[src/rtl/assert_macros.svh]
// Assertion helpers for the RTL.
`ifndef ASSERT_MACROS_SVH
`define ASSERT_MACROS_SVH

// Concurrent assertion on an explicit clock and active-low reset.
`define VQ_ASSERT_CLK(lbl, clk, rstn, prop, msg) \
  lbl: assert property (@(posedge clk) disable iff (!rstn) (prop)) else $error(msg);

// Same, on the usual clk_i / rst_ni of the module.
`define VQ_ASSERT(lbl, prop, msg) \
  `VQ_ASSERT_CLK(lbl, clk_i, rst_ni, prop, msg)

`endif

[src/rtl/vqdt_pkg.sv]
package vqdt_pkg;

  localparam int MaxEntries = 256;
  localparam int IdxW       = $clog2(MaxEntries);
  localparam int CntW       = IdxW + 1;
  localparam int GrpBits    = 3;
  localparam int GrpSize    = 1 << GrpBits;
  localparam int GrpW       = IdxW - GrpBits;
  localparam int AvailW     = 16;
  localparam int RemStepW   = $clog2(AvailW + 1);

  typedef enum logic [1:0] {
    ACT_ENQ  = 2'd0,
    ACT_FREE = 2'd1,
    ACT_READ = 2'd2,
    ACT_NONE = 2'd3
  } action_e;

  typedef enum logic [1:0] {
    ST_OK        = 2'd0,
    ST_FULL      = 2'd1,
    ST_HEAD_FREE = 2'd2
  } status_e;

  typedef enum logic [2:0] {
    S_IDLE,
    S_SCAN,
    S_ENQ_WR,
    S_FREE_CHK,
    S_FREE_NXT,
    S_RD_REQ,
    S_DONE
  } seq_state_e;

  typedef struct packed {
    action_e          action;
    logic [63:0]      addr;
    logic [31:0]      len;
    logic [15:0]      flags;
    logic             head;
    logic             tail;
    logic [IdxW-1:0]  idx;
  } item_t;

  typedef struct packed {
    logic             we;
    logic             clr;
    logic [IdxW-1:0]  wr_idx;
    logic [63:0]      addr;
    logic [31:0]      len;
    logic [15:0]      flags;
    logic [IdxW-1:0]  next;
    logic             rd_en;
    logic [IdxW-1:0]  rd_idx;
    logic             ring_we;
    logic [IdxW-1:0]  ring_slot;
    logic [GrpW-1:0]  grp;
    logic [IdxW-1:0]  chk_idx;
  } tbl_cmd_t;

  typedef struct packed {
    logic [63:0]         addr;
    logic [31:0]         len;
    logic [15:0]         flags;
    logic [IdxW-1:0]     next;
    logic [GrpSize-1:0]  busy_grp;
    logic                busy_chk;
  } tbl_rsp_t;

  typedef struct packed {
    status_e            status;
    logic [IdxW-1:0]    desc_index;
    logic [63:0]        entry_addr;
    logic [31:0]        entry_len;
    logic [15:0]        entry_flags;
    logic [IdxW-1:0]    entry_next;
    logic [IdxW-1:0]    ring_slot;
    logic [AvailW-1:0]  ring_index;
    logic [CntW-1:0]    freed_count;
  } result_t;

endpackage

[src/rtl/vqdt_seq.sv]
`include "assert_macros.svh"

module vqdt_seq
  import vqdt_pkg::*;
(
  input  logic             clk_i,
  input  logic             rst_ni,
  input  logic [CntW-1:0]  n_i,
  input  logic             in_valid_i,
  output logic             in_ready_o,
  input  item_t            item_i,
  output tbl_cmd_t         cmd_o,
  input  tbl_rsp_t         rsp_i,
  output logic             rem_start_o,
  output logic [AvailW-1:0] rem_dvd_o,
  input  logic             rem_busy_i,
  input  logic [CntW-1:0]  rem_i,
  output logic             res_valid_o,
  input  logic             res_take_i,
  output result_t          res_o
);

  seq_state_e         state_q, state_d;
  item_t              item_q, item_d;
  logic [GrpW-1:0]    grp_q, grp_d;
  logic [IdxW-1:0]    cur_q, cur_d;
  logic [CntW-1:0]    cnt_q, cnt_d;
  logic [IdxW-1:0]    found_q, found_d;
  logic [IdxW-1:0]    desc_q, desc_d;
  logic [IdxW-1:0]    slot_q, slot_d;
  status_e            status_q, status_d;
  logic               rd_sel_q, rd_sel_d;
  logic [AvailW-1:0]  avail_q, avail_d;

  logic [CntW-1:0]     n_m1;
  logic [GrpW-1:0]     last_grp;
  logic [GrpSize-1:0]  free_vec;
  logic                hit;
  logic [GrpBits-1:0]  hit_sel;

  assign n_m1     = n_i - CntW'(1);
  assign last_grp = n_m1[IdxW-1:GrpBits];

  // free entries of the current scan group that lie below the queue size
  always_comb begin
    hit     = 1'b0;
    hit_sel = '0;
    for (int k = 0; k < GrpSize; k++) begin
      free_vec[k] = !rsp_i.busy_grp[k] && ({1'b0, grp_q, GrpBits'(k)} < n_i);
    end
    for (int k = GrpSize - 1; k >= 0; k--) begin
      if (free_vec[k]) begin
        hit     = 1'b1;
        hit_sel = GrpBits'(k);
      end
    end
  end

  always_comb begin
    state_d     = state_q;
    item_d      = item_q;
    grp_d       = grp_q;
    cur_d       = cur_q;
    cnt_d       = cnt_q;
    found_d     = found_q;
    desc_d      = desc_q;
    slot_d      = slot_q;
    status_d    = status_q;
    rd_sel_d    = rd_sel_q;
    avail_d     = avail_q;
    cmd_o       = '0;
    cmd_o.grp   = grp_q;
    cmd_o.chk_idx = cur_q;
    in_ready_o  = 1'b0;
    res_valid_o = 1'b0;
    rem_start_o = 1'b0;

    case (state_q)
      S_IDLE: begin
        in_ready_o = 1'b1;
        if (in_valid_i) begin
          item_d   = item_i;
          status_d = ST_OK;
          desc_d   = '0;
          slot_d   = '0;
          cnt_d    = '0;
          rd_sel_d = 1'b0;
          grp_d    = '0;
          cur_d    = item_i.idx;
          case (item_i.action)
            ACT_ENQ: begin
              rem_start_o = item_i.head;
              state_d     = S_SCAN;
            end
            ACT_FREE: begin
              desc_d  = item_i.idx;
              state_d = S_FREE_CHK;
            end
            ACT_READ: begin
              desc_d  = item_i.idx;
              state_d = S_RD_REQ;
            end
            default: begin
              state_d = S_DONE;
            end
          endcase
        end
      end

      S_SCAN: begin
        if (hit) begin
          found_d = {grp_q, hit_sel};
          state_d = S_ENQ_WR;
        end else if (grp_q == last_grp) begin
          status_d = ST_FULL;
          state_d  = S_DONE;
        end else begin
          grp_d = grp_q + GrpW'(1);
        end
      end

      S_ENQ_WR: begin
        // waits for the ring slot remainder when this beat opens a chain
        if (!rem_busy_i) begin
          cmd_o.we        = 1'b1;
          cmd_o.wr_idx    = found_q;
          cmd_o.addr      = item_q.addr;
          cmd_o.len       = item_q.len;
          cmd_o.flags     = item_q.flags;
          cmd_o.next      = item_q.tail ? '0 : found_q + IdxW'(1);
          cmd_o.ring_we   = item_q.head;
          cmd_o.ring_slot = rem_i[IdxW-1:0];
          desc_d          = found_q;
          if (item_q.head) begin
            slot_d = rem_i[IdxW-1:0];
          end
          if (item_q.tail) begin
            avail_d = avail_q + AvailW'(1);
          end
          state_d = S_DONE;
        end
      end

      S_FREE_CHK: begin
        if (({1'b0, cur_q} >= n_i) || !rsp_i.busy_chk) begin
          if (cnt_q == '0) begin
            status_d = ST_HEAD_FREE;
          end
          state_d = S_DONE;
        end else begin
          cmd_o.clr    = 1'b1;
          cmd_o.wr_idx = cur_q;
          cmd_o.rd_en  = 1'b1;
          cmd_o.rd_idx = cur_q;
          cnt_d        = cnt_q + CntW'(1);
          state_d      = S_FREE_NXT;
        end
      end

      S_FREE_NXT: begin
        if ((rsp_i.next == '0) || (cnt_q == n_i)) begin
          state_d = S_DONE;
        end else begin
          cur_d   = rsp_i.next;
          state_d = S_FREE_CHK;
        end
      end

      S_RD_REQ: begin
        cmd_o.rd_en  = 1'b1;
        cmd_o.rd_idx = item_q.idx;
        rd_sel_d     = 1'b1;
        state_d      = S_DONE;
      end

      S_DONE: begin
        res_valid_o = 1'b1;
        if (res_take_i) begin
          state_d = S_IDLE;
        end
      end

      default: begin
        state_d = S_IDLE;
      end
    endcase
  end

  assign rem_dvd_o = avail_q;

  always_comb begin
    res_o             = '0;
    res_o.status      = status_q;
    res_o.desc_index  = desc_q;
    res_o.ring_slot   = slot_q;
    res_o.ring_index  = avail_q;
    res_o.freed_count = cnt_q;
    if (rd_sel_q) begin
      res_o.entry_addr  = rsp_i.addr;
      res_o.entry_len   = rsp_i.len;
      res_o.entry_flags = rsp_i.flags;
      res_o.entry_next  = rsp_i.next;
    end
  end

  always_ff @(posedge clk_i or negedge rst_ni) begin
    if (!rst_ni) begin
      state_q <= S_IDLE;
      avail_q <= '0;
    end else begin
      state_q <= state_d;
      avail_q <= avail_d;
    end
  end

  always_ff @(posedge clk_i) begin
    item_q   <= item_d;
    grp_q    <= grp_d;
    cur_q    <= cur_d;
    cnt_q    <= cnt_d;
    found_q  <= found_d;
    desc_q   <= desc_d;
    slot_q   <= slot_d;
    status_q <= status_d;
    rd_sel_q <= rd_sel_d;
  end

  `VQ_ASSERT(a_freed_le_size, (state_q == S_DONE) |-> (cnt_q <= n_i), "freed count above queue size")
  `VQ_ASSERT(a_head_free_none, (state_q == S_DONE && status_q == ST_HEAD_FREE) |-> (cnt_q == '0), "free head reported with entries freed")
  `VQ_ASSERT(a_avail_step, (avail_q != $past(avail_q)) |-> (avail_q == AvailW'($past(avail_q) + AvailW'(1))), "ring index moved by more than one")
  `VQ_ASSERT(a_slot_range, (state_q == S_ENQ_WR && !rem_busy_i && item_q.head) |-> (rem_i < n_i), "ring slot outside queue")

endmodule
[config.mk]
export PLATFORM = sky130hd
export DESIGN_NAME = vqdt_seq
export DESIGN_NICKNAME = d
export VERILOG_FILES = /design/src/rtl/vqdt_pkg.sv /design/src/rtl/vqdt_seq.sv
export VERILOG_INCLUDE_DIRS = /design/src /design/src/rtl
export SDC_FILE = /design/constraint.sdc
export NUM_CORES = 1
export LEC_CHECK = 0
export ABC_AREA = 1
export BUFFER_PORTS_ARGS = -buffer_cell sky130_fd_sc_hd__buf_4
export CAP_MARGIN = 0
export CORE_AREA = 2 2 240 242
export DETAILED_ROUTE_END_ITERATION = 7
export DIE_AREA = 0 0 242 244
export PLACE_DENSITY = 0.54
export SLEW_MARGIN = 20
export SYNTH_ARGS = -nofsm -noshare
export SYNTH_HDL_FRONTEND = slang
export SYNTH_SLANG_ARGS = --single-unit
export TNS_END_PERCENT = 30
[constraint.sdc]
create_clock -name clk_i -period 7.45 [get_ports clk_i]
set_input_delay 0.3725 -clock clk_i [delete_from_list [all_inputs] [get_ports clk_i]]
set_output_delay 0.3725 -clock clk_i [all_outputs]
set_load 0.1 [all_outputs]
==> results.toml, run 1 <==
[worst_setup_path]
crit_required_ns = 7.08
path_class = "register to output pin"
r2r_end = "item_q[92]$_DFFE_PP_"
cp-start-kind = "register"
rr_worst_depth = 5
cp.arrival_ns = 3.19
r2r_start = "state_q[0]$_DFFE_PN0P_"
rrSetupSlack_ns = 4.63
endpoint_kind = "output pin"
crit_fanout = 19

[routing]
drt_iter0_drc = 481
viasPerCell = 3.99
remaining_drc_errors = 0
vias = 10434
dr.pass1.iters = 5
drt-wirelength-per-cell_um = 18.9
wl_um = 49300
ant_nets = 0

[hold_path]
holdCritPathClass = "input port to register"
min_to = "item_q[51]$_DFFE_PP_"
min_from = "item_i[51]"
whs_path_depth = 1

[timing]
slew_headroom_pct = 36.3
fmaxAchievable_ghz = 0.280
fin_hold_ws_ns = 0.0542
fin_skew_ns = 0.0114
period_needed_ns = 3.57
fin_setup_tns_ns = 0
rsz0062_at_grt = "no"
fin_crit_sh_pct = 47.9
finalSetupViolations = 0
hold_viol = 0
worst_slew_pin_slew_ns = 0.955
drv_slew = 0

[pwr]
p_total_mw = 7.24
max-vdd-ir-drop_uv = 288
p_leak_nw = 8.56
p_per_area_nw_per_um2 = 436

[place]
dpl.hpwl_um = 40800
numPortBuffers = 617
dp.cells = 2540
gp_congestion = 0.917

[floorplanning]
die_w_um = 242
start_util_pct = 18.2
rows = 87
chipHeight_um = 244
core_um2 = 56200
die_area_um2 = 59000
boundaryPins = 619

[synth]
synthFlopType = "edfxtp_1"
async_flop_share_pct = 10.0
synthesis.instances = 1222
synth_nets = 1521
syn_area_um2 = 10200
avgSynthCellArea_um2 = 8.38
ys_ff_latch = 190
synth_edf_count = 171
yosys_warnings = 0
netlist-cell-type-count = 37
ys_seq_area_share_pct = 54.8

[job]
cap_violations = 0

[global_route]
overflow = 0
grt_start_max_net_pins = 112
grt_pass1_wl_um = 69100
grt_pass1_vias = 10473
grt.total_usage_pct = 16.2
antenna_found_initial = 20

[clock_network]
cts_hold_buffers = 35
cts_setup_buffers = 0
clock_latency_ns = 0.49
tritoncts.num_buffers = 17
cts_tree = "done"
cts_buffer_depth = 2
cts_resized = 0
cts-root-buf = "clkbuf_16"
cts_sinks = 190
htree_num_levels = 4
path_clk_slew_ns = 0.08

[layout]
nFillCells = 6032
layout.nets = 2139
post-route-util_pct = 29.5
finalNonFillerCells = 2617
drive_above_1_share_pct = 36.8
area_growth_pct = 62.0

[run_status]
status = "finished clean"
[worst max-delay path: stages, from the launching register on]
cell	delay, ns
edfxtp_1	0.48
ha_1	0.35
a21oi_1	0.16
o21ai_0	0.10
a21oi_1	0.13
nand4_1	0.20
inv_1	0.10
nand2_1	0.41
o21ai_0	0.41
buf_4	0.35
[worst max-delay path by stage]
stage                      startpoint          end  slack [ns]  depth (start not counted)
2_1_floorplan  state_q[0]$_DFFE_PN0P_  rem_start_o        1.45                          5
3_3_place_gp                   n_i[4]    cmd_o[26]        4.32                         11
3_5_place_dp                   n_i[4]    cmd_o[26]        4.34                         11
4_1_cts            cur_q[2]$_DFFE_PP_    cmd_o[26]        3.88                          9
5_1_grt            cur_q[4]$_DFFE_PP_    cmd_o[29]        3.63                          9
6_report           cur_q[4]$_DFFE_PP_    cmd_o[26]        3.88                          9
[registers in the layout, indices dropped and copies added, names as in the netlist]
| signal | flops |
|---|---|
| item_q | 122 |
| rem_dvd_o | 16 |
| cnt_q | 9 |
| cur_q | 8 |
| desc_q | 8 |
| found_q | 8 |
| slot_q | 8 |
| grp_q | 5 |
| state_q | 3 |
| status_q | 2 |
| rd_sel_q | 1 |
[through the flow]
| stage | area (um2) | setup WS (ns) |
|---|---|---|
| finish | 16600 | 3.88 |
| global route | 16600 | 3.63 |
| CTS | 16500 | 3.88 |
| detailed placement | 15600 | 4.34 |
| global placement | 15600 | 4.32 |
| floorplan | 10200 | 1.45 |
[cell type report]
cell class | count | area [um2] | area share (%)
Antenna cell | 8 | 20.0 | 0.121
Sequential cell | 190 | 5610 | 33.8
Timing Repair Buffer | 660 | 5090 | 30.7
Multi-Input combinational cell | 754 | 3540 | 21.3
Clock inverter | 14 | 148 | 0.890
Clock buffer | 18 | 429 | 2.59
Inverter | 217 | 818 | 4.93
Tap cell | 756 | 946 | 5.70
[cells in the final DEF, fill, tap and decap left out, types with 4 or more instances in the layout]
cell type | Yosys | routed
buf_4 | 16 | 622
nand2_1 | 370 | 370
inv_1 | 214 | 213
nor2_1 | 191 | 190
edfxtp_1 | 171 | 171
dlygate4sd3_1 | 0 | 35
o21ai_0 | 32 | 31
ha_1 | 23 | 23
a21oi_1 | 21 | 21
nand3_1 | 21 | 21
dfrtp_1 | 19 | 19
clkbuf_16 | 0 | 17
xor2_1 | 14 | 14
xnor2_1 | 12 | 12
nand4_1 | 9 | 9
diode_2 | 0 | 8
nor3_1 | 8 | 8
o22ai_1 | 8 | 8
o31ai_1 | 7 | 7
nand3b_1 | 6 | 6
nor2_4 | 5 | 6
inv_8 | 0 | 4
[routing by layer]
metal / wire [um] / up-vias / part of all wire, % / track usage [%]
li1: - / 5018 / - / -
met1: 18400 / 4850 / 37 / 17.3
met2: 24700 / 498 / 50 / 27.5
met3: 4630 / 62 / 9.4 / 6.78
met4: 1580 / 6 / 3.2 / 8.13
met5: 36 / - / 0.073 / 0
[power by group]
| group | internal (mW) | total [mW] | switching (mW) |
|---|---|---|---|
| sequential | 1.49 | 1.69 | 0.193 |
| clock | 0.473 | 0.934 | 0.461 |
| combinational | 0.843 | 4.62 | 3.78 |
[synth_stat cells (9+ instances only)]
library cell / count / area share, %
clkbuf_1: 41 / 1.5
nand2_1: 370 / 14
nand4_1: 9 / 0.55
xnor2_1: 12 / 1.0
o21ai_0: 32 / 1.6
nor2_1: 191 / 7.0
dfrtp_1: 19 / 4.6
a21oi_1: 21 / 1.0
inv_1: 214 / 7.8
edfxtp_1: 171 / 50
buf_4: 16 / 1.2
xor2_1: 14 / 1.2
ha_1: 23 / 2.8
nand3_1: 21 / 1.0
[logic make-up after synthesis]
logic type               share of synthesized area [%]
AO/OA/AOI/OAI                                     3.90
XOR/XNOR                                          2.22
adder cells (fa/ha/maj)                           2.81
buffers and inverters                             10.8
flip-flops                                        54.8
multiplexers                                     0.110
AND/OR/NAND/NOR                                   25.4
Power figures use the tool's default switching activity.
==> inputs of run 2 (changes only) <==
--- a/config.mk
+++ b/config.mk
@@ -12,7 +12,7 @@
 export CORE_AREA = 2 2 240 242
 export DETAILED_ROUTE_END_ITERATION = 7
 export DIE_AREA = 0 0 242 244
-export PLACE_DENSITY = 0.54
+export PLACE_DENSITY = 0.52
 export SLEW_MARGIN = 20
 export SYNTH_ARGS = -nofsm -noshare
 export SYNTH_HDL_FRONTEND = slang
==> constraint.sdc (replaced) <==
create_clock -name clk_i -period 3.53 [get_ports clk_i]
set_input_delay 0.1765 -clock clk_i [delete_from_list [all_inputs] [get_ports clk_i]]
set_output_delay 0.1765 -clock clk_i [all_outputs]
set_load 0.1 [all_outputs]
==> run 2 against run 1 <==
Combinational power increased by 110%; critical endpoint unchanged; design area increased by 6.5%; core utilization rose by 1.9 points; register-to-register slack worse by 3.9 ns; largest cell class is now non-clock buffers; sequential power up 110%; final cell count rose by 3.9%; clock power is 120% higher.
==> results.toml, run 2 (synthesis results as in run 1) <==
[global_route]
antenna_found_initial = 10
grt_pass1_vias = 11108
grt_start_max_net_pins = 121
grt.total_usage_pct = 16.0
overflow = 0
grt_pass1_wl_um = 70300

[layout]
final-seq-area_um2 = 5610
nFillCells = 5921
multi_input_area_um2 = 3540
top_register = "item_q"
drive_above_1_share_pct = 35.1
final_common_cell = "buf_4"
area_growth_pct = 72.5
largest_register_ffs = 122
layout.nets = 2243
post-route-util_pct = 31.5
final_cell_mix = "buf_4, nand2_1, inv_1, nor2_1, edfxtp_1"

[timing]
hold_viol = 0
fin_setup_tns_ns = 0
slew_headroom_pct = 49.4
period_needed_ns = 3.15
finalSetupViolations = 0
rsz0062_at_grt = "no"
setup_slack_ns = 0.376
drv_slew = 0
fin_skew_ns = 0.0290
worst_slew_pin_slew_ns = 0.754
fin_crit_sh_pct = 89.3
fmaxAchievable_ghz = 0.317
fin_hold_ws_ns = 0.0785

[pwr]
max-vdd-ir-drop_uv = 504
p_total_mw = 15.5
p_leak_nw = 9.02
p_per_area_nw_per_um2 = 876

[clock_network]
cts_tree = "done"
cts_buffer_depth = 2
cts-root-buf = "clkbuf_16"
clock_latency_ns = 0.51
cts_setup_buffers = 0
tritoncts.num_buffers = 17
path_clk_slew_ns = 0.09
htree_num_levels = 4
cts_sinks = 190

[place]
dpl.hpwl_um = 39000
gp_congestion = 0.940
dpl_worst_slack_ns = 0.706
numPortBuffers = 617

[floorplanning]
rows = 87
core_um2 = 56200
chipHeight_um = 244
die_w_um = 242
boundaryPins = 619
die_area_um2 = 59000
start_util_pct = 18.2

[routing]
wl_um = 48400
viasPerCell = 3.97
drt-wirelength-per-cell_um = 17.8
vias = 10797
remaining_drc_errors = 0
ant_nets = 0
drt_iter0_drc = 503
dr.pass1.iters = 5

[worst_setup_path]
cp.arrival_ns = 2.98
cp-start-kind = "register"
endpoint_kind = "output pin"
crit_fanout = 19
crit_required_ns = 3.35
path_class = "register to output pin"

[run_status]
status = "finished clean"

[hold_path]
holdCritPathClass = "input port to register"

[job]
cap_violations = 0
run 2: cell types whose count changed in the layout (fill, tap and decap cells not counted), sizes merged:
cell | before | now
buf | 625 | 627
clkbuf | 18 | 17
clkinv | 5 | 6
clkinvlp | 2 | 0
diode | 8 | 6
dlygate4sd3 | 35 | 137
inv | 223 | 225
run 2: critical path, cell delays in order (launching register included):
cell and delay, ns:
edfxtp_1 0.46, ha_1 0.35, a21oi_1 0.14, o21ai_0 0.09, a21oi_1 0.14, nand4_1 0.25, inv_1 0.14, nand2_2 0.24
o21ai_0 0.33, buf_4 0.34
run 2: final cells by class:
type / instances / share of cell area [%]
clock inverters: 15 / 1.09
diodes: 6 / 0.0849
well taps: 756 / 5.35
inverters: 217 / 4.63
repair buffers: 764 / 34.7
flip-flops and latches: 190 / 31.7
clock buffers: 17 / 2.41
multi-input cells: 754 / 20.0
run 2: per-stage QoR:
| step | cells | cell area [um2] |
|---|---|---|
| 2_1_floorplan | 1222 | 10300 |
| 3_3_place_gp | 2544 | 15700 |
| 3_5_place_dp | 2544 | 15700 |
| 4_1_cts | 2713 | 17700 |
| 5_1_grt | 2718 | 17700 |
| 6_report | 2719 | 17700 |
run 2: report_power, final:
part | switching (mW) | leakage (nW) | internal [mW]
Combinational | 8.01 | 6.89 | 1.88
Clock | 1.05 | 0.302 | 1.03
Sequential | 0.364 | 1.83 | 3.15
run 2: worst paths after layout:
check	cells past startpoint	slack, ns	to	from
worst max-delay path	9	0.38	cmd_o[26]	cur_q[4]$_DFFE_PP_
worst min-delay path	3	0.08	slot_q[6]$_SDFFCE_PN0P_	rem_i[6]
worst max register to register	13	0.73	grp_q[2]$_SDFFCE_PN0P_	grp_q[1]$_SDFFCE_PN0P_
worst min register to register	1	0.50	rem_dvd_o[15]$_DFFE_PN0P_	rem_dvd_o[15]$_DFFE_PN0P_
max in group asynchronous	2	3.18	state_q[0]$_DFFE_PN0P_	rst_ni
min in group asynchronous	2	0.11	state_q[2]$_DFFE_PN0P_	rst_ni
run 2: routing by layer:
| layer | part of all wire, % | global-route usage, % |
|---|---|---|
| met4 | 3.3 | 7.33 |
| met2 | 50 | 27.5 |
| met3 | 7.9 | 5.16 |
| met5 | 0.027 | 0 |
| met1 | 39 | 18.0 |
run 2: repair_timing:
item,in CTS,in global routing
setup endpoints to repair,0,9
resized for setup,0,1
hold endpoints to repair,155,0
hold buffers,137,0
