### config.mk
export PLATFORM = sky130hd
export DESIGN_NAME = vqdt_rem
export DESIGN_NICKNAME = d
export VERILOG_FILES = /design/src/rtl/assert_macros.svh /design/src/rtl/vqdt_pkg.sv /design/src/rtl/vqdt_rem.sv
export SDC_FILE = /design/constraint.sdc
export NUM_CORES = 1
export LEC_CHECK = 0
export ABC_AREA = 1
export BUFFER_PORTS_ARGS = -buffer_cell sky130_fd_sc_hd__buf_2
export CAP_MARGIN = 10
export CORE_ASPECT_RATIO = 1.2
export CORE_MARGIN = 4
export CORE_UTILIZATION = 58
export DETAILED_ROUTE_END_ITERATION = 8
export GPL_TIMING_DRIVEN = 0
export PLACE_DENSITY = 0.95
export SYNTH_ARGS = -nofsm -noshare
export SYNTH_HDL_FRONTEND = slang
export SYNTH_SLANG_ARGS = --single-unit
### constraint.sdc
create_clock -name clk_i -period 4 [get_ports clk_i]
set_input_delay 0.8 -clock clk_i [delete_from_list [all_inputs] [get_ports clk_i]]
set_output_delay 0.8 -clock clk_i [all_outputs]
set_load 0.01 [all_outputs]
### src/rtl/assert_macros.svh
// Assertion helpers for the RTL.
`ifndef ASSERT_MACROS_SVH
`define ASSERT_MACROS_SVH

// Concurrent assertion on an explicit clock and active-low reset.
`define VQ_ASSERT_CLK(lbl, clk, rstn, prop, msg) \
  lbl: assert property (@(posedge clk) disable iff (!rstn) (prop)) else $error(msg);

// Same, on the usual clk_i / rst_ni of the module.
`define VQ_ASSERT(lbl, prop, msg) \
  `VQ_ASSERT_CLK(lbl, clk_i, rst_ni, prop, msg)

`endif

### src/rtl/vqdt_pkg.sv
package vqdt_pkg;

  localparam int MaxEntries = 256;
  localparam int IdxW       = $clog2(MaxEntries);
  localparam int CntW       = IdxW + 1;
  localparam int GrpBits    = 3;
  localparam int GrpSize    = 1 << GrpBits;
  localparam int GrpW       = IdxW - GrpBits;
  localparam int AvailW     = 16;
  localparam int RemStepW   = $clog2(AvailW + 1);

  typedef enum logic [1:0] {
    ACT_ENQ  = 2'd0,
    ACT_FREE = 2'd1,
    ACT_READ = 2'd2,
    ACT_NONE = 2'd3
  } action_e;

  typedef enum logic [1:0] {
    ST_OK        = 2'd0,
    ST_FULL      = 2'd1,
    ST_HEAD_FREE = 2'd2
  } status_e;

  typedef enum logic [2:0] {
    S_IDLE,
    S_SCAN,
    S_ENQ_WR,
    S_FREE_CHK,
    S_FREE_NXT,
    S_RD_REQ,
    S_DONE
  } seq_state_e;

  typedef struct packed {
    action_e          action;
    logic [63:0]      addr;
    logic [31:0]      len;
    logic [15:0]      flags;
    logic             head;
    logic             tail;
    logic [IdxW-1:0]  idx;
  } item_t;

  typedef struct packed {
    logic             we;
    logic             clr;
    logic [IdxW-1:0]  wr_idx;
    logic [63:0]      addr;
    logic [31:0]      len;
    logic [15:0]      flags;
    logic [IdxW-1:0]  next;
    logic             rd_en;
    logic [IdxW-1:0]  rd_idx;
    logic             ring_we;
    logic [IdxW-1:0]  ring_slot;
    logic [GrpW-1:0]  grp;
    logic [IdxW-1:0]  chk_idx;
  } tbl_cmd_t;

  typedef struct packed {
    logic [63:0]         addr;
    logic [31:0]         len;
    logic [15:0]         flags;
    logic [IdxW-1:0]     next;
    logic [GrpSize-1:0]  busy_grp;
    logic                busy_chk;
  } tbl_rsp_t;

  typedef struct packed {
    status_e            status;
    logic [IdxW-1:0]    desc_index;
    logic [63:0]        entry_addr;
    logic [31:0]        entry_len;
    logic [15:0]        entry_flags;
    logic [IdxW-1:0]    entry_next;
    logic [IdxW-1:0]    ring_slot;
    logic [AvailW-1:0]  ring_index;
    logic [CntW-1:0]    freed_count;
  } result_t;

endpackage

### src/rtl/vqdt_rem.sv
module vqdt_rem
  import vqdt_pkg::*;
(
  input  logic               clk_i,
  input  logic               rst_ni,
  input  logic               start_i,
  input  logic [AvailW-1:0]  dividend_i,
  input  logic [CntW-1:0]    divisor_i,
  output logic               busy_o,
  output logic [CntW-1:0]    rem_o
);

  logic [RemStepW-1:0] step_q, step_d;
  logic [CntW-1:0]     rem_q, rem_d;
  logic [AvailW-1:0]   dvd_q, dvd_d;
  logic [CntW:0]       trial;

  // restoring remainder, one dividend bit per cycle
  always_comb begin
    step_d = step_q;
    rem_d  = rem_q;
    dvd_d  = dvd_q;
    trial  = {rem_q, dvd_q[AvailW-1]};
    if (start_i) begin
      step_d = RemStepW'(AvailW);
      rem_d  = '0;
      dvd_d  = dividend_i;
    end else if (step_q != '0) begin
      step_d = step_q - RemStepW'(1);
      dvd_d  = dvd_q << 1;
      if (trial >= {1'b0, divisor_i}) begin
        rem_d = CntW'(trial - {1'b0, divisor_i});
      end else begin
        rem_d = trial[CntW-1:0];
      end
    end
  end

  always_ff @(posedge clk_i or negedge rst_ni) begin
    if (!rst_ni) begin
      step_q <= '0;
    end else begin
      step_q <= step_d;
    end
  end

  always_ff @(posedge clk_i) begin
    rem_q <= rem_d;
    dvd_q <= dvd_d;
  end

  assign busy_o = (step_q != '0);
  assign rem_o  = rem_q;

endmodule

==> flow_metrics.py, run 1 <==
metrics = {
    "sta": {
        "tns_ns": 0,
        "period_needed_ns": 2.12,
        "setup_viol": 0,
        "maxSlewHeadroom_pct": 57.4,
        "tightest_slew_ns": 0.639,
        "fmax_mhz": 472,
        "fin_crit_sh_pct": 52.9,
        "drv_slew": 0,
        "rsz0062_at_grt": "false",
        "finalHoldViolations": 0,
        "clock_skew_ns": 0.00771,
    },
    "synth": {
        "netlist_instances": 261,
        "synth_top_cell_by_area": "edfxtp_1",
        "yosys.area.top_type_share_pct": 24.6,
        "synth_nets": 301,
        "synth.ff_latch_count": 30,
        "synth_warnings": 0,
        "avgSynthCellArea_sq_um": 7.49,
        "yosys-top-cells-area": "edfxtp_1, nand2_1, dfxtp_1",
        "synth-seq-area-share_pct": 40.2,
        "synth_cell_types": 31,
        "syn_area_sq_um": 1960,
    },
    "cells_and_area": {
        "syn_to_final_growth_pct": 14.3,
        "diodes": 0,
        "layout_common_cells": "nand2_1, inv_1, buf_2",
        "final_area_sq_um": 2240,
        "layout-drive-gt1-share_pct": 20.9,
        "num-nets-final": 345,
        "final_common_cell": "nand2_1",
        "fin_util_pct": 71.3,
        "stdcell_count": 342,
    },
    "clocking": {
        "htree_levels": 2,
        "cts_setup_buffers": 0,
        "clkSinkCount": 30,
        "clockBufferDepth": 2,
        "cts_inserted_buffers": 5,
        "ctsHoldBuffers": 0,
        "clock_latency_ns": 0.32,
        "cts_tree": "built",
        "cts-root-buf": "clkbuf_4",
        "clkTransAtPathRegs_ns": 0.09,
        "cts_resized": 0,
    },
    "detailed_routing": {
        "dr.pass1.iters": 4,
        "vias": 1742,
        "post_drt_via_cell_ratio": 5.09,
        "drtIter0Drc": 76,
        "drc": 0,
        "wl_per_cell_um": 11.2,
        "ant_nets": 0,
        "wl_um": 3850,
    },
    "placed_design": {
        "dp_hpwl_um": 3020,
        "gp_congestion": 0.854,
        "portBuffers": 37,
        "dp_cells": 334,
        "place_area_sq_um": 2190,
    },
    "setup_path": {
        "arrival_ns": 1.32,
        "worstSetupEndpointType": "output port",
        "slowest_delay_ns": 0.39,
        "r2r_start": "dvd_q[15]$_DFFE_PP_",
        "critPathTopFamily": "flip-flops",
        "cp_max_fo": 5,
        "worst-path-buf-inv": 2,
        "path_cells": "inv_1 -> ha_1 -> nand3_1 -> buf_2",
        "rr_worst_depth": 12,
        "r2r_slack_ns": 2.19,
        "cp-start-kind": "flip-flop",
        "critPathRequiredTime_ns": 3.20,
        "worstSetupPathType": "flip-flop to output port",
        "worst_path_max_delay_cell": "dfrtp_1",
        "r2r_end": "rem_o[8]$_SDFFE_PP0P_",
        "cp.depth": 4,
    },
    "run": {
        "maxCapViolCount": 0,
    },
    "global_route": {
        "grt_pass1_wl_um": 6860,
        "antenna_found_initial": 0,
        "grt_max_degree": 19,
        "grt_pass1_vias": 1706,
        "overflow": 0,
        "grt_usage_pct": 20.4,
    },
    "floorplanning": {
        "fp.dieW_um": 61.0,
        "core_area_sq_um": 3140,
        "num_rows": 22,
        "pin_count": 38,
        "die_area_sq_um": 4370,
        "die_h_um": 71.6,
        "initial_utilization_pct": 62.3,
    },
    "pwr": {
        "total_leakage_power_nw": 1.29,
        "vdd_drop_max_mv": 0.449,
        "powerDensity_nw_per_um2": 660,
    },
    "outcome": {
        "outcome": "finished clean",
    },
    "hold_path": {
        "worstHoldPathType": "input pin to asynchronous set/reset pin",
    },
}
[final cells by class]
| type | count | area (sq um) |
|---|---|---|
| inverters | 45 | 169 |
| clock buffers | 6 | 41.3 |
| fillers | 260 | 902 |
| flip-flops and latches | 30 | 786 |
| clock inverters | 2 | 8.76 |
| multi-input cells | 180 | 958 |
| well taps | 36 | 45.0 |
| plain buffers | 6 | 42.5 |
| repair buffers | 37 | 185 |
[flip-flops by register name, indices dropped and copies added, names as in the netlist]
| signal | flops |
|---|---|
| dvd_q | 16 |
| step_q | 5 |
| rem_o | 9 |
[worst register-to-register path, stage by stage, from the launching register on]
cell      delay [ns]
edfxtp_1        0.36
inv_1           0.08
ha_1            0.13
inv_1           0.06
fa_1            0.44
nand3_1         0.12
nand3_1         0.11
nand2_1         0.11
nand3_1         0.07
nand2_1         0.07
nand2_1         0.04
nand3_1         0.06
nand2_1         0.06
[through the flow]
step	power (W)	hold slack [ns]	setup WS (ns)
final	0.00148	0.266	1.88
after global routing	0.00163	0.255	1.77
after CTS	0.00148	0.261	1.87
after detailed placement	0.00131	0.479	1.73
after global placement	0.00128	0.466	1.76
after floorplan	0.00113	0.449	1.96
[per-layer routing]
metal,global-route usage (%),vias up,wire (um)
li1,-,907,-
met2,36.9,42,2010
met3,4.32,10,189
met5,0,-,0
met1,22.5,783,1560
met4,7.71,0,80
[where the power goes]
group | switching (W) | internal (W) | total (W)
Combinational | 0.000485 | 0.000320 | 0.000805
Sequential | 0.0000731 | 0.000433 | 0.000507
Clock | 0.0000980 | 0.0000658 | 0.000164
Total | 0.000656 | 0.000820 | 0.00148
[how the worst max path moves through the flow]
stage | startpoint | endpoint | slack, ns
2_1_floorplan | divisor_i[0] | rem_o[6]$_SDFFE_PP0P_ | 1.96
3_3_place_gp | divisor_i[7] | rem_o[5]$_SDFFE_PP0P_ | 1.76
3_5_place_dp | divisor_i[7] | rem_o[5]$_SDFFE_PP0P_ | 1.73
4_1_cts | step_q[0]$_DFFE_PN0P_ | busy_o | 1.87
5_1_grt | step_q[0]$_DFFE_PN0P_ | busy_o | 1.77
6_report | step_q[0]$_DFFE_PN0P_ | busy_o | 1.88
[synthesized netlist by cell type (all sizes together)]
library cell,instances
nor3,2
buf,4
nand3b,1
clkbuf,2
a211oi,1
nand2,112
a211o,1
nor2,8
ha,11
fa,1
nand4,2
dfrtp,5
o21ai,1
edfxtp,16
nand3,28
xnor2,3
inv,45
o22ai,1
a21oi,8
dfxtp,9
[logic make-up (layout without fill, tap and decap cells)]
kind of cell | count (synthesis) | after routing | share of synthesized area, %
fa+ha+maj | 12 | 12 | 8.06
simple gates | 153 | 153 | 36.0
buf+inv | 51 | 96 | 10.8
flops | 30 | 30 | 40.2
compound gates | 12 | 12 | 3.65
xor+xnor | 3 | 3 | 1.34
(Power assumes the default switching activity.)
==> inputs of run 2 (changes only) <==
--- a/config.mk
+++ b/config.mk
@@ -5,15 +5,15 @@
 export SDC_FILE = /design/constraint.sdc
 export NUM_CORES = 1
 export LEC_CHECK = 0
-export ABC_AREA = 1
+export ABC_AREA = 0
 export BUFFER_PORTS_ARGS = -buffer_cell sky130_fd_sc_hd__buf_2
 export CAP_MARGIN = 10
 export CORE_ASPECT_RATIO = 1.2
 export CORE_MARGIN = 4
-export CORE_UTILIZATION = 58
+export CORE_UTILIZATION = 49
 export DETAILED_ROUTE_END_ITERATION = 8
 export GPL_TIMING_DRIVEN = 0
-export PLACE_DENSITY = 0.95
+export PLACE_DENSITY = 0.87
 export SYNTH_ARGS = -nofsm -noshare
 export SYNTH_HDL_FRONTEND = slang
 export SYNTH_SLANG_ARGS = --single-unit
==> constraint.sdc (replaced) <==
create_clock -name clk_i -period 1.7 [get_ports clk_i]
set_input_delay 0.34 -clock clk_i [delete_from_list [all_inputs] [get_ports clk_i]]
set_output_delay 0.34 -clock clk_i [all_outputs]
set_load 0.01 [all_outputs]
==> run 2 against run 1 <==
- the run now ends with setup timing left
- highest routed layer unchanged
- total power grew to 2.9 times the previous value
- largest power group unchanged
- sequential share of layout area shrank 3.3 points
- critical path type is now flip-flop to flip-flop
- largest cell class unchanged
- die area grew 11%
- critical endpoint is now rem_o[6]$_SDFFE_PP0P_
==> flow_metrics.py, run 2 <==
metrics = {
    "outcome": {
        "outcome": "complete, but fails checks",
        "violations": "setup timing",
    },
    "setup_path": {
        "cp_max_fo": 5,
        "path_cells": "inv_1 -> ha_2 -> inv_2 -> fa_2 -> a21oi_4 -> a211oi_2 -> nor3_4 -> buf_6 -> mux2i_4 -> a211oi_2",
        "cp-start-kind": "flip-flop",
        "worstSetupEndpointType": "flip-flop",
        "worstSetupPathType": "flip-flop to flip-flop",
        "worst_path_max_delay_cell": "edfxtp_1",
        "critPathTopFamily": "adder cells",
        "critPathRequiredTime_ns": 1.86,
        "slowest_delay_ns": 0.39,
        "worst-path-buf-inv": 3,
        "cp_common_cell": "a211oi_2",
        "arrival_ns": 2.35,
    },
    "floorplanning": {
        "die_h_um": 75.5,
        "num_rows": 24,
        "die_area_sq_um": 4860,
        "initial_utilization_pct": 50.9,
        "core_area_sq_um": 3660,
        "pin_count": 38,
        "fp.dieW_um": 64.3,
    },
    "sta": {
        "finalHoldViolations": 0,
        "fin_crit_sh_pct": 129,
        "clock_skew_ns": 0.00260,
        "tns_ns": -4.04,
        "tightest_slew_ns": 0.510,
        "maxSlewHeadroom_pct": 66.0,
        "setup_viol": 10,
        "drv_slew": 0,
        "fmax_mhz": 457,
        "whs_ns": 0.344,
        "setup_ws_ns": -0.487,
        "rsz0062_at_grt": "true",
        "period_needed_ns": 2.19,
    },
    "global_route": {
        "grt_usage_pct": 18.0,
        "overflow": 0,
        "grt_max_degree": 17,
        "grt_pass1_vias": 1503,
        "antenna_found_initial": 0,
        "grt_pass1_wl_um": 6670,
    },
    "detailed_routing": {
        "drc": 0,
        "drtIter0Drc": 89,
        "wl_um": 4180,
        "ant_nets": 0,
        "wl_per_cell_um": 14.4,
        "post_drt_via_cell_ratio": 5.30,
        "vias": 1538,
        "dr.pass1.iters": 4,
    },
    "placed_design": {
        "portBuffers": 37,
        "place_area_sq_um": 2120,
        "gp_congestion": 0.747,
        "dp_hpwl_um": 2850,
        "post-place-ws_ns": -0.601,
    },
    "cells_and_area": {
        "largest_register": "dvd_q",
        "fin_util_pct": 67.3,
        "diodes": 0,
        "final_area_sq_um": 2460,
        "fillCellCount": 283,
        "layout-drive-gt1-share_pct": 43.3,
        "syn_to_final_growth_pct": 32.3,
        "final_common_cell": "buf_2",
        "layout_common_cells": "buf_2, buf_4, edfxtp_1",
        "num-nets-final": 277,
        "largest_reg_flops": 16,
    },
    "pwr": {
        "combPwrFrac_pct": 55.1,
        "total_leakage_power_nw": 1.14,
        "netSwitchingFraction_pct": 36.9,
        "vdd_drop_max_mv": 0.786,
        "powerDensity_nw_per_um2": 1740,
        "power.internal_w": 0.00270,
        "power.switching_w": 0.00158,
        "clkPwrFrac_pct": 16.0,
        "seqPwrFrac_pct": 28.9,
    },
    "synth": {
        "yosys.area.top_type_share_pct": 25.8,
        "synth_warnings": 0,
        "synth_cell_types": 49,
        "synth-main-ff-cell": "edfxtp_1",
        "synth_top_cell_by_area": "edfxtp_1",
        "synth.ff_latch_count": 30,
        "synth_nets": 214,
        "synth_most_common_cell": "edfxtp_1",
        "syn_area_sq_um": 1860,
        "synth-edff-count": 16,
        "synth_common_cells": "edfxtp_1, inv_1, mux2_2, nor2_1, ha_1",
        "synth-seq-area-share_pct": 42.2,
        "yosys-top-cells-area": "edfxtp_1, dfxtp_1, mux2_2",
        "netlist_instances": 174,
        "async_reset_ff_share_pct": 16.7,
        "avgSynthCellArea_sq_um": 10.7,
    },
    "clocking": {
        "cts_tree": "built",
        "clock_latency_ns": 0.28,
        "clkTransAtPathRegs_ns": 0.06,
        "clkSinkCount": 30,
        "clockBufferDepth": 2,
        "htree_levels": 2,
        "cts-root-buf": "clkbuf_8",
        "cts_inserted_buffers": 5,
    },
    "run": {
        "maxCapViolCount": 0,
    },
    "hold_path": {
        "worstHoldPathType": "input pin to flip-flop",
    },
}
## run 2: worst reg2reg max path, delay by kind of cell, from the launching register on
family	cells	cell delay, ns
DFF	1	0.39
AOI/OAI and AO/OA	3	0.37
buffers and inverters	3	0.31
and+or+nand+nor	1	0.22
muxes	1	0.24
adders and majority gates	2	0.55
## run 2: layer usage
layer,wire length (um),up-vias,global-route usage [%]
li1,-,761,-
met1,1740,729,19.8
met2,2210,42,33.5
met3,149,6,3.54
met4,82,0,8.69
met5,0,-,0
## run 2: final timing paths
check | start | endpoint | slack, ns | cells after the start
setup / recovery | dvd_q[15]$_DFFE_PP_ | rem_o[6]$_SDFFE_PP0P_ | -0.49 | 10
max in group asynchronous | rst_ni | step_q[3]$_DFFE_PN0P_ | 1.18 | 2
hold reg to reg | dvd_q[11]$_DFFE_PP_ | dvd_q[12]$_DFFE_PP_ | 0.55 | 1
setup reg to reg | dvd_q[15]$_DFFE_PP_ | rem_o[6]$_SDFFE_PP0P_ | -0.49 | 10
min in group asynchronous | rst_ni | step_q[4]$_DFFE_PN0P_ | 0.40 | 2
hold / removal | dividend_i[0] | dvd_q[0]$_SDFFCE_PN0P_ | 0.34 | 2
## run 2: logic make-up after synthesis
kind of cell | share of synthesized area [%]
AND/OR/NAND/NOR | 13.6
buffers and inverters | 6.71
AO/OA/AOI/OAI | 13.8
multiplexers | 12.8
adder cells (fa/ha/maj) | 8.46
XOR/XNOR | 2.35
flip-flops | 42.2
## run 2: area by class of cell
type | instances | area (sq um) | share of cell area, %
plain buffers | 7 | 67.6 | 2.74
clock buffers | 7 | 76.3 | 3.10
clock inverters | 1 | 30.0 | 1.22
inverters | 16 | 60.1 | 2.44
multi-input cells | 121 | 1040 | 42.2
flip-flops and latches | 30 | 786 | 31.9
well taps | 52 | 65.1 | 2.64
repair buffers | 56 | 340 | 13.8
## run 2: timing repair
| item | 4_1_cts | 5_1_grt |
|---|---|---|
| endpoints found under the hold margin | 5 | 0 |
| resized for setup | 13 | 8 |
| gates cloned | 1 | 0 |
| pin swaps | 13 | 5 |
| buffers inserted | 14 | 3 |
| setup endpoints to repair | 29 | 26 |
| hold buffers | 1 | 0 |
## run 2: power by group through the flow
stage | combinational [W] | sequential (W) | clock [W]
6_report | 0.00236 | 0.00124 | 0.000688
5_1_grt | 0.00256 | 0.00127 | 0.000738
4_1_cts | 0.00211 | 0.00122 | 0.000704
3_5_place_dp | 0.00175 | 0.00122 | 0
3_3_place_gp | 0.00170 | 0.00120 | 0
2_1_floorplan | 0.00132 | 0.00122 | 0
## run 2: per-stage QoR
stage,std cells,power (W)
4_1_cts,287,0.00404
2_1_floorplan,174,0.00254
6_report,290,0.00429
5_1_grt,290,0.00457
3_5_place_dp,263,0.00297
3_3_place_gp,263,0.00291
==> inputs of run 3 (changes only) <==
--- a/config.mk
+++ b/config.mk
@@ -10,10 +10,10 @@
 export CAP_MARGIN = 10
 export CORE_ASPECT_RATIO = 1.2
 export CORE_MARGIN = 4
-export CORE_UTILIZATION = 49
+export CORE_UTILIZATION = 45
 export DETAILED_ROUTE_END_ITERATION = 8
 export GPL_TIMING_DRIVEN = 0
-export PLACE_DENSITY = 0.87
+export PLACE_DENSITY = 0.82
 export SYNTH_ARGS = -nofsm -noshare
 export SYNTH_HDL_FRONTEND = slang
 export SYNTH_SLANG_ARGS = --single-unit
==> run 3 against run 2 <==
- the run still ends with setup timing left
- first-iteration DRC count fell by 10%
- core utilization fell by 3.1 points
- global-route usage fell by 0.90 points
- combinational power rose by 2%
- sequential share of layout area fell by 1.0 points
- maximum frequency rose by 2.1%
- highest routed layer unchanged
==> flow_metrics.py, run 3 (same netlist as run 2, synthesis figures left out) <==
metrics = {
    "hold_path": {
        "holdPathEnd": "dvd_q[0]$_SDFFCE_PN0P_",
        "worstHoldPathType": "input pin to flip-flop",
        "min_path_cells": 2,
        "hold_start": "dividend_i[0]",
    },
    "cells_and_area": {
        "largest_register": "dvd_q",
        "diodes": 0,
        "fillCellCount": 323,
        "fin_util_pct": 64.2,
        "stdcell_count": 294,
        "syn_to_final_growth_pct": 36.8,
        "largest_reg_flops": 16,
        "layout_common_cells": "buf_2, buf_4, edfxtp_1",
        "final_area_sq_um": 2550,
        "layout-drive-gt1-share_pct": 49.2,
        "final_common_cell": "buf_2",
        "num-nets-final": 279,
    },
    "floorplanning": {
        "die_h_um": 78.5,
        "num_rows": 25,
        "die_area_sq_um": 5240,
        "fp.dieW_um": 66.7,
        "core_area_sq_um": 3970,
        "initial_utilization_pct": 46.9,
        "pin_count": 38,
    },
    "sta": {
        "finalHoldViolations": 0,
        "whs_ns": 0.347,
        "maxSlewHeadroom_pct": 63.7,
        "fin_crit_sh_pct": 126,
        "tightest_slew_ns": 0.544,
        "drv_slew": 0,
        "period_needed_ns": 2.14,
        "fmax_mhz": 467,
        "setup_ws_ns": -0.442,
        "clock_skew_ns": 0.00894,
        "rsz0062_at_grt": "true",
        "setup_viol": 10,
    },
    "global_route": {
        "grt_usage_pct": 17.1,
        "grt_max_degree": 17,
        "grt_pass1_vias": 1492,
        "overflow": 0,
        "grt_pass1_wl_um": 6790,
        "antenna_found_initial": 0,
    },
    "pwr": {
        "powerDensity_nw_per_um2": 1770,
        "vdd_drop_max_mv": 1.15,
        "power_w": 0.00451,
        "total_leakage_power_nw": 1.15,
    },
    "clocking": {
        "clkTransAtPathRegs_ns": 0.07,
        "cts_tree": "built",
        "cts-root-buf": "clkbuf_8",
        "clockBufferDepth": 2,
        "htree_levels": 2,
        "cts_inserted_buffers": 5,
        "clock_latency_ns": 0.28,
        "clkSinkCount": 30,
    },
    "outcome": {
        "violations": "setup timing",
        "outcome": "complete, but fails checks",
    },
    "setup_path": {
        "cp-start-kind": "flip-flop",
        "r2r_slack_ns": -0.44,
        "arrival_ns": 2.31,
        "rr_worst_depth": 11,
        "cp_max_fo": 5,
        "worstSetupEndpointType": "flip-flop",
        "r2r_start": "dvd_q[15]$_DFFE_PP_",
        "critPathRequiredTime_ns": 1.86,
        "r2r_end": "rem_o[4]$_SDFFE_PP0P_",
        "worstSetupPathType": "flip-flop to flip-flop",
    },
    "detailed_routing": {
        "post_drt_via_cell_ratio": 5.36,
        "drtIter0Drc": 80,
        "dr.pass1.iters": 4,
        "wl_um": 4410,
        "ant_nets": 0,
        "vias": 1575,
        "wl_per_cell_um": 15.0,
        "drc": 0,
    },
    "placed_design": {
        "portBuffers": 37,
        "place_area_sq_um": 2120,
        "gp_congestion": 0.744,
        "dp_hpwl_um": 2820,
        "dp_cells": 265,
    },
    "run": {
        "maxCapViolCount": 0,
    },
}
-- run 3: how the worst max path moves through the flow --
stage                   startpoint                    end  slack [ns]
2_1_floorplan  dvd_q[15]$_DFFE_PP_  rem_o[7]$_SDFFE_PP0P_       -0.33
3_3_place_gp   dvd_q[15]$_DFFE_PP_  rem_o[7]$_SDFFE_PP0P_       -0.56
3_5_place_dp   dvd_q[15]$_DFFE_PP_  rem_o[7]$_SDFFE_PP0P_       -0.58
4_1_cts        dvd_q[15]$_DFFE_PP_  rem_o[4]$_SDFFE_PP0P_       -0.56
5_1_grt        dvd_q[15]$_DFFE_PP_  rem_o[4]$_SDFFE_PP0P_       -0.52
6_report       dvd_q[15]$_DFFE_PP_  rem_o[4]$_SDFFE_PP0P_       -0.44
-- run 3: worst max-delay path: stages (launching register included) --
cell and delay, ns:
edfxtp_1 0.39, inv_1 0.07, ha_2 0.18, inv_2 0.04
fa_2 0.36, a21oi_4 0.18, a211oi_2 0.09, nor3_2 0.10
buf_4 0.15, buf_6 0.13, mux2i_2 0.23, a211oi_2 0.11
-- run 3: report_power, final --
group / leakage [nW] / internal [W] / switching, W
registers: 0.306 / 0.00103 / 0.000208
logic: 0.778 / 0.00127 / 0.00115
clock network: 0.0658 / 0.000580 / 0.000272
-- run 3: layout make-up --
type / instances / area (sq um) / area share (%)
multi-input combinational: 121 / 1080 / 42.4
sequential: 30 / 787 / 30.9
timing repair buffer: 58 / 355 / 13.9
clock buffer: 5 / 68.8 / 2.70
tap: 54 / 67.6 / 2.65
buffer: 7 / 65.1 / 2.55
clock inverter: 3 / 63.8 / 2.50
inverter: 16 / 60.1 / 2.36
-- run 3: per-stage QoR --
step | worst slack, ns | setup TNS (ns)
after floorplan | -0.329 | -2.60
after global placement | -0.556 | -7.61
after detailed placement | -0.581 | -8.52
after CTS | -0.563 | -4.67
after global routing | -0.520 | -4.37
final | -0.442 | -3.54
-- run 3: layer usage --
| layer | GRT usage, % | wire, um | up-vias |
|---|---|---|---|
| li1 | - | - | 765 |
| met1 | 20.5 | 1790 | 745 |
| met2 | 28.4 | 2250 | 50 |
| met3 | 4.58 | 231 | 15 |
| met4 | 7.11 | 141 | 0 |
| met5 | 0 | 0 | - |
-- run 3: timing repair --
item                                   CTS  global route
endpoints found under the hold margin    5             0
hold buffers                             1             0
setup endpoints to repair               28            26
gates resized for setup                 11            20
cloned                                   0             1
buffers inserted                        15             4
pin swaps                                7            12
